**config.mk**
```make
export PLATFORM = sky130hd
export DESIGN_NAME = decimal_display_formatter_unit
export DESIGN_NICKNAME = d
export VERILOG_FILES = /design/src/ddf_pkg.sv /design/src/ddf_datapath.sv /design/src/ddf_controller.sv /design/src/decimal_display_formatter_unit.sv
export SDC_FILE = /design/constraint.sdc
export NUM_CORES = 1
export LEC_CHECK = 0
export BUFFER_PORTS_ARGS = -buffer_cell sky130_fd_sc_hd__buf_4
export CELL_PAD_IN_SITES_DETAIL_PLACEMENT = 0
export CELL_PAD_IN_SITES_GLOBAL_PLACEMENT = 1
export CORE_MARGIN = 4
export CORE_UTILIZATION = 30
export CTS_BUF_LIST = sky130_fd_sc_hd__clkbuf_4 sky130_fd_sc_hd__clkbuf_8
export CTS_CLUSTER_DIAMETER = 80
export DETAILED_ROUTE_END_ITERATION = 10
export GPL_TIMING_DRIVEN = 0
export PLACE_DENSITY = 0.56
export RECOVER_POWER = 100
export REMOVE_ABC_BUFFERS = 1
export SLEW_MARGIN = 10
export SYNTH_ARGS = -nofsm -noshare
export SYNTH_HDL_FRONTEND = slang
export SYNTH_SLANG_ARGS = --single-unit
```
**constraint.sdc**
```tcl
create_clock -name clk -period 10.2 [get_ports clk]
set_input_delay 1.02 -clock clk [delete_from_list [all_inputs] [get_ports clk]]
set_output_delay 1.02 -clock clk [all_outputs]
set_load 0.03 [all_outputs]
```
**src/ddf_pkg.sv**
```systemverilog
// ----------------------------------------------------------------------------
// ddf_pkg
// Shared types and constants of the decimal display formatter: request
// structs, controller/datapath command and status groups, ASCII codes.
// ----------------------------------------------------------------------------
`default_nettype none

package ddf_pkg;

    // Digit limit and display width
    localparam int MAX_DIGITS   = 10;
    localparam int LINE_COLUMNS = 16;

    // Field widths
    localparam int VALUE_W  = 32;
    localparam int COLUMN_W = 4;
    localparam int CHAR_W   = 8;

    // A 32-bit value has at most ten decimal digits
    localparam int BCD_DIGITS = 10;
    localparam int BCD_W      = 4 * BCD_DIGITS;
    localparam int NUM_DIGITS = (MAX_DIGITS < BCD_DIGITS) ? MAX_DIGITS : BCD_DIGITS;

    // Line 1 prints at least "0.dd", i.e. three digit positions
    localparam int FRAC_DIGITS     = 2;
    localparam int MIN_FRAC_DIGITS = FRAC_DIGITS + 1;
    localparam int DISP_DIGITS     = (NUM_DIGITS < MIN_FRAC_DIGITS) ? MIN_FRAC_DIGITS
                                                                    : NUM_DIGITS;

    localparam int BIT_CNT_W = $clog2(VALUE_W);
    localparam int POS_W     = $clog2(DISP_DIGITS);
    localparam int CNT_W     = $clog2(DISP_DIGITS + 2);
    localparam int CALC_W    = 8;

    // ASCII
    localparam logic [CHAR_W-1:0] CHAR_ZERO  = 8'd48;
    localparam logic [CHAR_W-1:0] CHAR_POINT = 8'd46;

    // Result kinds
    localparam logic KIND_CURSOR = 1'b0;
    localparam logic KIND_CHAR   = 1'b1;

    typedef struct packed {
        logic               line;
        logic [VALUE_W-1:0] value;
    } in_t;

    typedef struct packed {
        logic                kind;
        logic                row;
        logic [COLUMN_W-1:0] column;
        logic [CHAR_W-1:0]   char_code;
        logic                last;
    } out_t;

    typedef struct packed {
        logic load;
        logic shift;
        logic count;
        logic emit_cursor;
        logic emit_char;
    } ddf_cmd_t;

    typedef struct packed {
        logic conv_last;
        logic out_free;
        logic last_char;
    } ddf_sts_t;

endpackage

`default_nettype wire

```
**src/ddf_datapath.sv**
```systemverilog
// ----------------------------------------------------------------------------
// ddf_datapath
// Shift-and-add-3 binary to BCD converter, digit count, character
// sequencing and the output request register.
// ----------------------------------------------------------------------------
`default_nettype none

module ddf_datapath
    import ddf_pkg::*;
(
    input  logic     clk,
    input  logic     rst_n,
    input  in_t      in_data,
    input  logic     out_stall,
    input  ddf_cmd_t cmd,
    output ddf_sts_t sts,
    output logic     out_valid,
    output out_t     out_data
);

    logic                 line_reg,       line_next;
    logic [VALUE_W-1:0]   value_reg,      value_next;
    logic [BCD_W-1:0]     bcd_reg,        bcd_next;
    logic [BIT_CNT_W-1:0] bit_cnt_reg,    bit_cnt_next;
    logic [POS_W-1:0]     pos_reg,        pos_next;
    logic                 point_next_reg, point_next_next;
    logic [COLUMN_W-1:0]  col_reg,        col_next;
    logic                 out_valid_reg,  out_valid_next;
    out_t                 out_data_reg,   out_data_next;

    logic [BCD_W-1:0]  bcd_adj;
    logic [CNT_W-1:0]  nd;
    logic [CNT_W-1:0]  ndisp;
    logic [CNT_W-1:0]  n_chars;
    logic [COLUMN_W-1:0] column;
    logic [3:0]        disp_dig [DISP_DIGITS];
    logic [3:0]        cur_dig;
    logic              at_point;
    logic              last_char;

    // add 3 to every digit >= 5 before the shift
    always_comb
    begin
        bcd_adj = bcd_reg;
        for (int i = 0; i < BCD_DIGITS; i++)
        begin
            if (bcd_reg[i*4 +: 4] >= 4'd5)
            begin
                bcd_adj[i*4 +: 4] = bcd_reg[i*4 +: 4] + 4'd3;
            end
        end
    end

    // significant digit count, then printed digit count and column;
    // a nonzero digit above the limit pins the count at the limit
    always_comb
    begin
        nd = '0;
        for (int i = 0; i < BCD_DIGITS; i++)
        begin
            if (bcd_reg[i*4 +: 4] != 4'd0)
            begin
                nd = (i < NUM_DIGITS) ? CNT_W'(i + 1) : CNT_W'(NUM_DIGITS);
            end
        end
        if (line_reg)
        begin
            ndisp = (nd < CNT_W'(MIN_FRAC_DIGITS)) ? CNT_W'(MIN_FRAC_DIGITS) : nd;
        end
        else
        begin
            ndisp = (nd == '0) ? CNT_W'(1) : nd;
        end
        n_chars = ndisp + CNT_W'(line_reg);
        if (CALC_W'(n_chars) >= CALC_W'(LINE_COLUMNS))
        begin
            column = '0;
        end
        else
        begin
            column = COLUMN_W'(CALC_W'(LINE_COLUMNS) - CALC_W'(n_chars));
        end
    end

    // digits above the limit print as zero padding
    always_comb
    begin
        for (int i = 0; i < DISP_DIGITS; i++)
        begin
            disp_dig[i] = (i < NUM_DIGITS) ? bcd_reg[i*4 +: 4] : 4'd0;
        end
    end

    assign cur_dig   = disp_dig[pos_reg];
    assign at_point  = line_reg && (pos_reg == POS_W'(FRAC_DIGITS));
    assign last_char = !point_next_reg && (pos_reg == '0);

    always_comb
    begin
        line_next       = line_reg;
        value_next      = value_reg;
        bcd_next        = bcd_reg;
        bit_cnt_next    = bit_cnt_reg;
        pos_next        = pos_reg;
        point_next_next = point_next_reg;
        col_next        = col_reg;
        out_data_next   = out_data_reg;
        out_valid_next  = out_valid_reg && out_stall;

        if (cmd.load)
        begin
            line_next    = in_data.line;
            value_next   = in_data.value;
            bcd_next     = '0;
            bit_cnt_next = BIT_CNT_W'(VALUE_W - 1);
        end
        if (cmd.shift)
        begin
            bcd_next     = {bcd_adj[BCD_W-2:0], value_reg[VALUE_W-1]};
            value_next   = {value_reg[VALUE_W-2:0], 1'b0};
            bit_cnt_next = bit_cnt_reg - BIT_CNT_W'(1);
        end
        if (cmd.count)
        begin
            col_next        = column;
            pos_next        = POS_W'(ndisp - CNT_W'(1));
            point_next_next = 1'b0;
        end
        if (cmd.emit_cursor)
        begin
            out_valid_next          = 1'b1;
            out_data_next.kind      = KIND_CURSOR;
            out_data_next.row       = line_reg;
            out_data_next.column    = col_reg;
            out_data_next.char_code = '0;
            out_data_next.last      = 1'b0;
        end
        if (cmd.emit_char)
        begin
            out_valid_next          = 1'b1;
            out_data_next.kind      = KIND_CHAR;
            out_data_next.row       = line_reg;
            out_data_next.column    = '0;
            out_data_next.last      = last_char;
            if (point_next_reg)
            begin
                out_data_next.char_code = CHAR_POINT;
                point_next_next         = 1'b0;
            end
            else
            begin
                out_data_next.char_code = CHAR_ZERO + {4'd0, cur_dig};
                point_next_next         = at_point;
                pos_next                = pos_reg - POS_W'(1);
            end
        end
    end

    always_ff @(posedge clk or negedge rst_n)
    begin
        if (!rst_n)
        begin
            out_valid_reg <= 1'b0;
        end
        else
        begin
            out_valid_reg <= out_valid_next;
        end
    end

    always_ff @(posedge clk)
    begin
        line_reg       <= line_next;
        value_reg      <= value_next;
        bcd_reg        <= bcd_next;
        bit_cnt_reg    <= bit_cnt_next;
        pos_reg        <= pos_next;
        point_next_reg <= point_next_next;
        col_reg        <= col_next;
        out_data_reg   <= out_data_next;
    end

    assign sts.conv_last = (bit_cnt_reg == '0);
    assign sts.out_free  = !out_valid_reg || !out_stall;
    assign sts.last_char = last_char;

    assign out_valid = out_valid_reg;
    assign out_data  = out_data_reg;

endmodule

`default_nettype wire

```
**src/ddf_controller.sv**
```systemverilog
// ----------------------------------------------------------------------------
// ddf_controller
// Sequencer: accept, convert, count digits, emit cursor, emit characters.
// ----------------------------------------------------------------------------
`default_nettype none

module ddf_controller
    import ddf_pkg::*;
(
    input  logic     clk,
    input  logic     rst_n,
    input  logic     in_valid,
    output logic     in_stall,
    input  ddf_sts_t sts,
    output ddf_cmd_t cmd
);

    localparam logic [2:0] S_IDLE   = 3'd0;
    localparam logic [2:0] S_CONV   = 3'd1;
    localparam logic [2:0] S_COUNT  = 3'd2;
    localparam logic [2:0] S_CURSOR = 3'd3;
    localparam logic [2:0] S_CHARS  = 3'd4;

    logic [2:0] state_reg, state_next;

    always_comb
    begin
        state_next = state_reg;
        cmd        = '0;
        unique case (state_reg)
            S_IDLE:
            begin
                if (in_valid)
                begin
                    cmd.load   = 1'b1;
                    state_next = S_CONV;
                end
            end
            S_CONV:
            begin
                cmd.shift = 1'b1;
                if (sts.conv_last)
                begin
                    state_next = S_COUNT;
                end
            end
            S_COUNT:
            begin
                cmd.count  = 1'b1;
                state_next = S_CURSOR;
            end
            S_CURSOR:
            begin
                if (sts.out_free)
                begin
                    cmd.emit_cursor = 1'b1;
                    state_next      = S_CHARS;
                end
            end
            S_CHARS:
            begin
                if (sts.out_free)
                begin
                    cmd.emit_char = 1'b1;
                    if (sts.last_char)
                    begin
                        state_next = S_IDLE;
                    end
                end
            end
            default:
            begin
                state_next = S_IDLE;
            end
        endcase
    end

    always_ff @(posedge clk or negedge rst_n)
    begin
        if (!rst_n)
        begin
            state_reg <= S_IDLE;
        end
        else
        begin
            state_reg <= state_next;
        end
    end

    assign in_stall = (state_reg != S_IDLE);

endmodule

`default_nettype wire

```
**src/decimal_display_formatter_unit.sv**
```systemverilog
// ----------------------------------------------------------------------------
// decimal_display_formatter_unit
// Prints an unsigned 32-bit value as right-justified decimal ASCII on a
// character display line: one cursor request, then one request per char.
// ----------------------------------------------------------------------------
// Sequence: the accepting edge loads the value; 32 shift-add-3 steps, a
//   digit count and an emit follow, and the cursor request is registered.
// Input: a new value is taken only once the previous run has issued its last
//   of n = 1..11 character requests; an output stall holds each request.
// Reset: rst_n async active low clears the sequencer and the output valid;
//   no request is pending after reset.
// ----------------------------------------------------------------------------
`default_nettype none

module decimal_display_formatter_unit
    import ddf_pkg::*;
(
    input  logic clk,
    input  logic rst_n,
    input  logic in_valid,
    output logic in_stall,
    input  in_t  in_data,
    output logic out_valid,
    input  logic out_stall,
    output out_t out_data
);

    // Controller issues one command per cycle unless waiting on input or output;
    // datapath reports conversion end, output register free and the final char.
    ddf_cmd_t cmd;
    ddf_sts_t sts;

    // Input requests are taken only while the sequencer is idle; the output
    // register lets the previous run's last request drain meanwhile.
    ddf_controller u_ctrl (
        .clk      (clk),
        .rst_n    (rst_n),
        .in_valid (in_valid),
        .in_stall (in_stall),
        .sts      (sts),
        .cmd      (cmd)
    );

    // Line 1 inserts the point before the last two digits and pads to
    // "0.0d" / "0.dd"; a zero value prints "0" or "0.00".
    ddf_datapath u_dp (
        .clk       (clk),
        .rst_n     (rst_n),
        .in_data   (in_data),
        .out_stall (out_stall),
        .cmd       (cmd),
        .sts       (sts),
        .out_valid (out_valid),
        .out_data  (out_data)
    );

endmodule

`default_nettype wire

```
======== Word level (Yosys, flattened, before mapping) ========
Cells that the tools add are included.
storage, ports and cells
  register bits after elaboration ......... 106
  input port bits ......................... 37
  output and inout port bits .............. 17
  logic and storage cells ................. 136
operators by class
  mux-type cells .......................... 56
  equality and inequality tests ........... 10
  order comparisons ....................... 12
  bitwise logic cells ..................... 1
  reductions and logical operators ........ 26
  add/sub/neg operators ................... 16
operators with widths
  operator               count
  $mux W4                20
  $mux W40               2
  $mux W32               2
  $ge A4 B3 Y1 const B   10
  $reduce_bool A4 Y1     10
  $add A4 B2 Y4 const B  9
  $mux W3                10
  $mux W14               2
  $bmux W4 S4            1
  $pmux W3 S5            1
  $mux W1                13
  $mux W5                2
  $logic_not A4 Y1       2
  $mux W8                1
  $ne A2 B2 Y1 const B   4
  $sub A4 B1 Y4 const B  2
  $add A6 B4 Y7 const A  1
  $eq A3 B2 Y1 const B   2
  $reduce_bool A2 Y1     3
  $ge A5 B5 Y1 const B   1
  $logic_not A5 Y1       1
  $not A4 Y5             1
  $reduce_and A5 Y1      1
  $sub A5 B1 Y5 const B  1
  14 further kinds       19

======== Logic depth before layout (Yosys ltp) ========
Gate-level depths: netlist of run 1.
  depth after elaboration ................. 18
  depth in mapped cells ................... 10
  mapped depth without buffers ............ 10

======== Hierarchy ========
Synthesis of run 1 repeated with hierarchy kept, for this count alone.
unflattened totals
  cells, all modules ...................... 494
  area total of the unflattened synthesis .. 5718.0 um2
modules (own cells, without submodules)
  module          cells an instance  times used  area each (um2)
  ddf_datapath    472                1           5509.0
  ddf_controller  22                 1           209.0

======== Least setup slack after synthesis of run 1 ========
No wires, ideal clock.
  path type ............................... register to register
  from .................................... register u_ctrl.state_reg[1]
  to ...................................... register u_dp.bcd_reg[0], enable pin
  required time ........................... 9.584 ns
  data arrival time ....................... 6.441 ns
  library setup time ...................... 0.616 ns
  setup slack ............................. 3.143 ns
  buffers on the path ..................... 1
  cell stages (with the launch flop) ...... 4
  cell sequence ........................... dfrtp_1 -> buf_2 -> or3_1 -> o21ai_0
between the ends
  word-level cells in the longest chain between the ends .. 3
  elaborated cells on any way between the ends .. 5
RTL lines
  element                                           RTL line              RTL
  start, declared                                   ddf_controller.sv:24  logic [2:0] state_reg, state_next;
  start signal, assigned                            ddf_controller.sv:86  state_reg <= state_next;
  $eq A3 B1 Y1 or $logic_not A3 Y1 (tied branches)  ddf_controller.sv:30  unique case (state_reg)
  $mux W1                                           ddf_controller.sv:30
  $reduce_bool A2 Y1 (no source line) *             n/a
  end signal, assigned                              ddf_datapath.sv:175   bcd_reg <= bcd_next;
  end, declared                                     ddf_datapath.sv:23    logic [BCD_W-1:0] bcd_reg, bcd_next;
Every way passes the cells marked *; elsewhere a longest branch is shown, timed or not.
A chain may end at the register's enable or synchronous reset.

======== Worst setup path after layout of run 1 ========
  from .................................... register u_ctrl.state_reg[1]
  to ...................................... register u_dp.bcd_reg[15], enable pin
Same word-level chain as after synthesis.

==> results.yml, run 1 <==
outcome:
  status: "finished with violations"
  violations: "capacitance limit, slew limit"
sta:
  slew_headroom_pct: -78.7
  finalHoldViolCount: 0
  timing.final.crit_share_pct: 45.4
  setup_tns_ps: 0
  clock_skew_ps: 12.0
  hold_ws_ps: 445
  setup_viol: 0
  timing.fmax_ghz: 0.216
  rsz0062_at_grt: "false"
  fin_crit_ps: 4630
  worst_slew_pin_slew_ps: 2670
  final_max_slew_viol_count: 123
power_and_ir_drop:
  switching_share_pct: 39.6
  vdd_drop_max_uv: 103
  power.leakage_nw: 2.59
  p_int_mw: 1.26
  p_sw_mw: 0.827
  comb_power_share_pct: 42.5
  seqPwrFrac_pct: 44.6
  power.share.clock_pct: 12.9
  power.density_nw_per_um2: 330
route:
  ant_nets: 0
  wirelength_mm: 11.8
  wire_per_inst_um: 15.3
  dr.first_iter.drc_count: 183
  dr.pass1.iters: 4
  vias: 3709
  vias_per_cell: 4.82
  drc: 0
floorplanning:
  io_pins: 54
  die_w_um: 145
  core_area_sq_um: 18300
  dieArea_sq_um: 21100
  die-height_um: 145
  rows: 49
  start_util_pct: 31.0
synthesis:
  ys_async_sr_fraction_pct: 3.85
  synthCells: 487
  synth_mux_area_share_pct: 5.74
  synth_area_sq_um: 5660
  yosys_warnings: 0
  ys_ff_latch: 104
  synth_area_per_cell_sq_um: 11.6
  synth_top_flop_cell: "edfxtp_1"
  synth_edf_count: 90
  synth_compound_area_share_pct: 12.5
  synth_top_family_by_area: "simple AND/OR/NAND/NOR gates"
  ys_seq_area_share_pct: 53.0
  ys_types: 57
  synthAdderAreaFrac_pct: 6.63
  synth-xor-area-share_pct: 3.71
  synth_simple_gate_area_share_pct: 14.0
placed_design:
  port_buffers: 51
  place_congestion: 0.748
  place_hpwl_mm: 8.29
layout:
  n_fill_cell: 1878
  n_antenna_cell: 0
  drive_gt1_share_pct: 13.0
  final_cell_mix: "edfxtp_1 (90), nor2_1 (60), nand2_1 (43)"
  largest_reg_flops: 40
  mostFrequentLayoutCell: "edfxtp_1"
  final_nets: 602
  area_growth_pct: 11.7
cts:
  cts_resized: 0
  ctsHoldBuffers: 0
  clk_pin_slew_ps: 100
  insertion_delay_ps: 380
  cts_tree: "built"
  root_buffer: "clkbuf_8"
  post-cts-setup-buffer-count: 0
  h-tree-depth: 3
  cts_buffer_depth: 2
  cts_buffers: 9
  clock_sinks: 104
critical_path:
  endpoint_kind: "flop"
  critPathKind: "flop to flop"
  setup.worst_path.start_class: "flop"
  worst-path-max-fanout: 23
  cp.arrival_ps: 4630
  cp.required_ps: 10190
job:
  cap_viol_max_count: 4
grt:
  grt.overflow.total: 0
  grt_pass1_wl_mm: 19.3
  grt_max_degree: 39
  antenna_found_initial: 0
  first_global_vias: 3800
  track_usage_pct: 11.2
min_path:
  hold_path_class: "flop to flop"
[critical path, cell delays in order, from the launching register on]
cell      delay (ps)
dfrtp_1          500
or3_1            430
o21ai_0         1260
clkbuf_1        1000
clkbuf_1        1020
[cells in the mapped netlist, types with 2 or more instances]
cell type | number | area, sq um
edfxtp_1 | 90 | 2700
nor2_1 | 59 | 221
nand2_1 | 43 | 161
a21oi_1 | 36 | 180
inv_1 | 32 | 120
a22o_1 | 31 | 272
ha_1 | 30 | 375
o21ai_0 | 14 | 70.1
mux2i_1 | 13 | 130
nand2b_1 | 12 | 75.1
xnor2_1 | 12 | 105
xor2_1 | 12 | 105
dfxtp_1 | 10 | 200
nor3_1 | 10 | 50.1
clkbuf_1 | 7 | 26.3
mux4_2 | 7 | 158
buf_2 | 6 | 30.0
nor3b_2 | 6 | 75.1
buf_4 | 4 | 30.0
dfrtp_1 | 4 | 100
nand3_1 | 4 | 20.0
o221a_1 | 3 | 33.8
and2_2 | 2 | 15.0
nand3_4 | 2 | 35.0
nand3b_1 | 2 | 15.0
nor2b_1 | 2 | 12.5
nor3b_1 | 2 | 15.0
nor3b_4 | 2 | 37.5
o211ai_1 | 2 | 15.0
[final timing paths]
path                            slack (ps)                              end                            start  depth (start not counted)
worst max register to register        5570   u_dp.bcd_reg[15]$_SDFFCE_PN0P_  u_ctrl.state_reg[1]$_DFFE_PN0P_                          4
worst min register to register         450   u_dp.out_data[14]$_SDFFE_PP1P_   u_dp.out_data[14]$_SDFFE_PP1P_                          2
max in group asynchronous             9550  u_ctrl.state_reg[2]$_DFFE_PN0P_                            rst_n                          1
min in group asynchronous              460  u_ctrl.state_reg[0]$_DFFE_PN0P_                            rst_n                          1
worst min-delay path                   450   u_dp.out_data[14]$_SDFFE_PP1P_   u_dp.out_data[14]$_SDFFE_PP1P_                          2
worst max-delay path                  5570   u_dp.bcd_reg[15]$_SDFFCE_PN0P_  u_ctrl.state_reg[1]$_DFFE_PN0P_                          4
[power groups by stage]
stage / Sequential (mW) / Combinational [mW] / Clock, mW
2_1_floorplan: 0.940 / 0.680 / 0
3_3_place_gp: 0.994 / 0.891 / 0
3_5_place_dp: 0.937 / 0.971 / 0
4_1_cts: 0.929 / 0.978 / 0.286
5_1_grt: 0.960 / 1.02 / 0.301
6_report: 0.931 / 0.888 / 0.270
[kinds of logic after synthesis]
kind of cell	Yosys count
xor gates and xnor gates	24
DFF	104
adders and majority gates	30
buffers and inverters	52
and+or+nand+nor	153
other	1
muxes	22
AOI/OAI and AO/OA	101
[per-layer routing]
layer / part of all wire, % / track usage (%)
met1: 49 / 14.5
met2: 47 / 18.4
met3: 3.1 / 2.77
met4: 1.4 / 3.47
met5: 0 / 0
[per-stage QoR]
stage	std cells	util [%]	cell area, sq um	total power, mW	worst slack, ps
6_report	769	34.6	6320	2.09	5570
5_1_grt	769	34.6	6320	2.28	4990
4_1_cts	769	35.8	6540	2.19	7540
3_5_place_dp	753	34.7	6330	1.91	7440
3_3_place_gp	749	34.0	6220	1.88	267
2_1_floorplan	469	-	5550	1.62	3170
[cell type report]
type | count | area, sq um | share of cell area, %
clock buffers | 12 | 146 | 2.31
flip-flops and latches | 104 | 3000 | 47.5
clock inverters | 4 | 55.1 | 0.870
inverters | 33 | 124 | 1.96
well taps | 229 | 287 | 4.53
multi-input cells | 332 | 2370 | 37.5
repair buffers | 55 | 338 | 5.34
Note: power is estimated with default switching activity, not from simulation.
==> run 2, diff against run 1 <==
PLACE_DENSITY = 0.58   (was 0.56)
clock period = 3.89 ns   (was 10.2 ns; I/O delays follow)
==> run 2 against run 1 <==
Clock skew grew 7.3 ps; critical path depth grew 1; non-clock buffer count grew 1; the run still ends with capacitance limit, slew limit left; count of clock-buffer cells in the layout shrank 2; largest cell class unchanged; die area is the same; sequential share of layout area shrank 0.69 points; worst hold slack lost 230 ps; global-route usage grew 0.056 points; total power grew to 2.7 times the previous value; sequential power grew to 2.6 times the previous value; cell count grew 0.13%.
==> results.yml, run 2 (synthesized netlist as in run 1, its figures left out) <==
placed_design:
  placed_cell_area_sq_um: 6330
  dp_worst_setup_slack_ps: 1440
  place_congestion: 0.725
  place_hpwl_mm: 8.36
  port_buffers: 51
grt:
  grt_max_degree: 39
  grt_pass1_wl_mm: 19.1
  antenna_found_initial: 0
  grt.overflow.total: 0
  track_usage_pct: 11.2
  first_global_vias: 3727
sta:
  clock_skew_ps: 19.3
  fin_ws_ps: 1010
  setup_viol: 0
  worst_slew_pin_slew_ps: 1810
  timing.final.crit_share_pct: 73.9
  fin_crit_ps: 2880
  final_max_slew_viol_count: 76
  slew_headroom_pct: -20.4
  hold_ws_ps: 214
  finalHoldViolCount: 0
  rsz0062_at_grt: "false"
  timing.fmax_ghz: 0.348
route:
  wirelength_mm: 11.9
  dr.pass1.iters: 4
  vias_per_cell: 4.84
  vias: 3724
  drc: 0
  ant_nets: 0
  wire_per_inst_um: 15.5
  dr.first_iter.drc_count: 227
critical_path:
  worst-path-max-fanout: 25
  critPathKind: "flop to flop"
  cp.arrival_ps: 2970
  setup.worst_path.start_class: "flop"
  endpoint_kind: "flop"
  cp.required_ps: 3980
outcome:
  violations: "capacitance limit, slew limit"
  status: "finished with violations"
layout:
  area_growth_pct: 13.3
  final_nets: 603
  drive_gt1_share_pct: 14.2
  n_antenna_cell: 0
  final_cell_mix: "edfxtp_1 (90), nor2_1 (59), nand2_1 (43)"
  mostFrequentLayoutCell: "edfxtp_1"
  final_core_util_pct: 35.1
  fin_area_sq_um: 6420
  largest_reg_flops: 40
floorplanning:
  die-height_um: 145
  die_w_um: 145
  start_util_pct: 31.0
  dieArea_sq_um: 21100
  rows: 49
  core_area_sq_um: 18300
  io_pins: 54
cts:
  post-cts-setup-buffer-count: 0
  cts_buffers: 9
  root_buffer: "clkbuf_8"
  insertion_delay_ps: 390
  cts_buffer_depth: 2
  clk_pin_slew_ps: 100
  h-tree-depth: 3
  cts_tree: "built"
  clock_sinks: 104
  ctsHoldBuffers: 1
  cts_resized: 0
power_and_ir_drop:
  power.leakage_nw: 2.63
  power.density_nw_per_um2: 867
  seqPwrFrac_pct: 43.5
  vdd_drop_max_uv: 252
  p_int_mw: 3.36
  p_sw_mw: 2.21
  power.share.clock_pct: 12.7
  p_total_mw: 5.57
  switching_share_pct: 39.7
  comb_power_share_pct: 43.8
min_path:
  hold_path_class: "input port to flop"
job:
  cap_viol_max_count: 2
==> run 2: cell type report <==
class                           instances  area [sq um]
Multi-Input combinational cell        332          2400
Sequential cell                       104          3000
Clock buffer                           10           131
Tap cell                              229           287
Fill cell                            1860         11900
Timing Repair Buffer                   56           404
Clock inverter                          6          67.6
Inverter                               33           124
==> run 2: path summary, 6_finish.rpt <==
| path | end | cells past startpoint | start | slack [ps] |
|---|---|---|---|---|
| min in group asynchronous | u_ctrl.state_reg[0]$_DFFE_PN0P_ | 2 | rst_n | 360 |
| worst max register to register | u_dp.bcd_reg[11]$_SDFFCE_PN0P_ | 5 | u_ctrl.state_reg[1]$_DFFE_PN0P_ | 1010 |
| worst min-delay path | u_dp.line_reg$_DFFE_PP_ | 1 | in_data[32] | 210 |
| max in group asynchronous | u_dp.out_valid$_DFF_PN0_ | 2 | rst_n | 3350 |
| worst min register to register | u_dp.out_data[14]$_SDFFE_PP1P_ | 2 | u_dp.out_data[14]$_SDFFE_PP1P_ | 460 |
| worst max-delay path | u_dp.bcd_reg[11]$_SDFFCE_PN0P_ | 5 | u_ctrl.state_reg[1]$_DFFE_PN0P_ | 1010 |
==> run 2: stage by stage <==
| step | TNS [ps] | instances |
|---|---|---|
| 2_1_floorplan | -238590 | 469 |
| 3_3_place_gp | -441540 | 749 |
| 3_5_place_dp | 0 | 753 |
| 4_1_cts | 0 | 770 |
| 5_1_grt | 0 | 770 |
| 6_report | 0 | 770 |
==> run 2: routing by layer <==
metal,track usage [%],vias to the layer above,part of all wire (%),routed length [um]
met5,0,-,0,0
met4,2.71,0,0.97,115
met3,3.27,7,3.6,433
met2,18.6,52,48,5700
met1,14.6,1809,48,5660
li1,-,1856,-,-
==> run 2: power groups by stage <==
stage | Clock (mW) | Sequential (mW) | Combinational [mW]
after global routing | 0.777 | 2.50 | 2.78
after floorplan | 0 | 2.47 | 1.78
after CTS | 0.747 | 2.44 | 2.56
final | 0.706 | 2.42 | 2.44
after global placement | 0 | 2.48 | 2.23
after detailed placement | 0 | 2.46 | 2.54
==> run 2: worst max-delay path, cell delays in order, from the launching register on <==
cell and delay [ps]:
dfrtp_1 500, or3_1 460, o21ai_0 930, buf_16 270, buf_12 210, buf_12 210
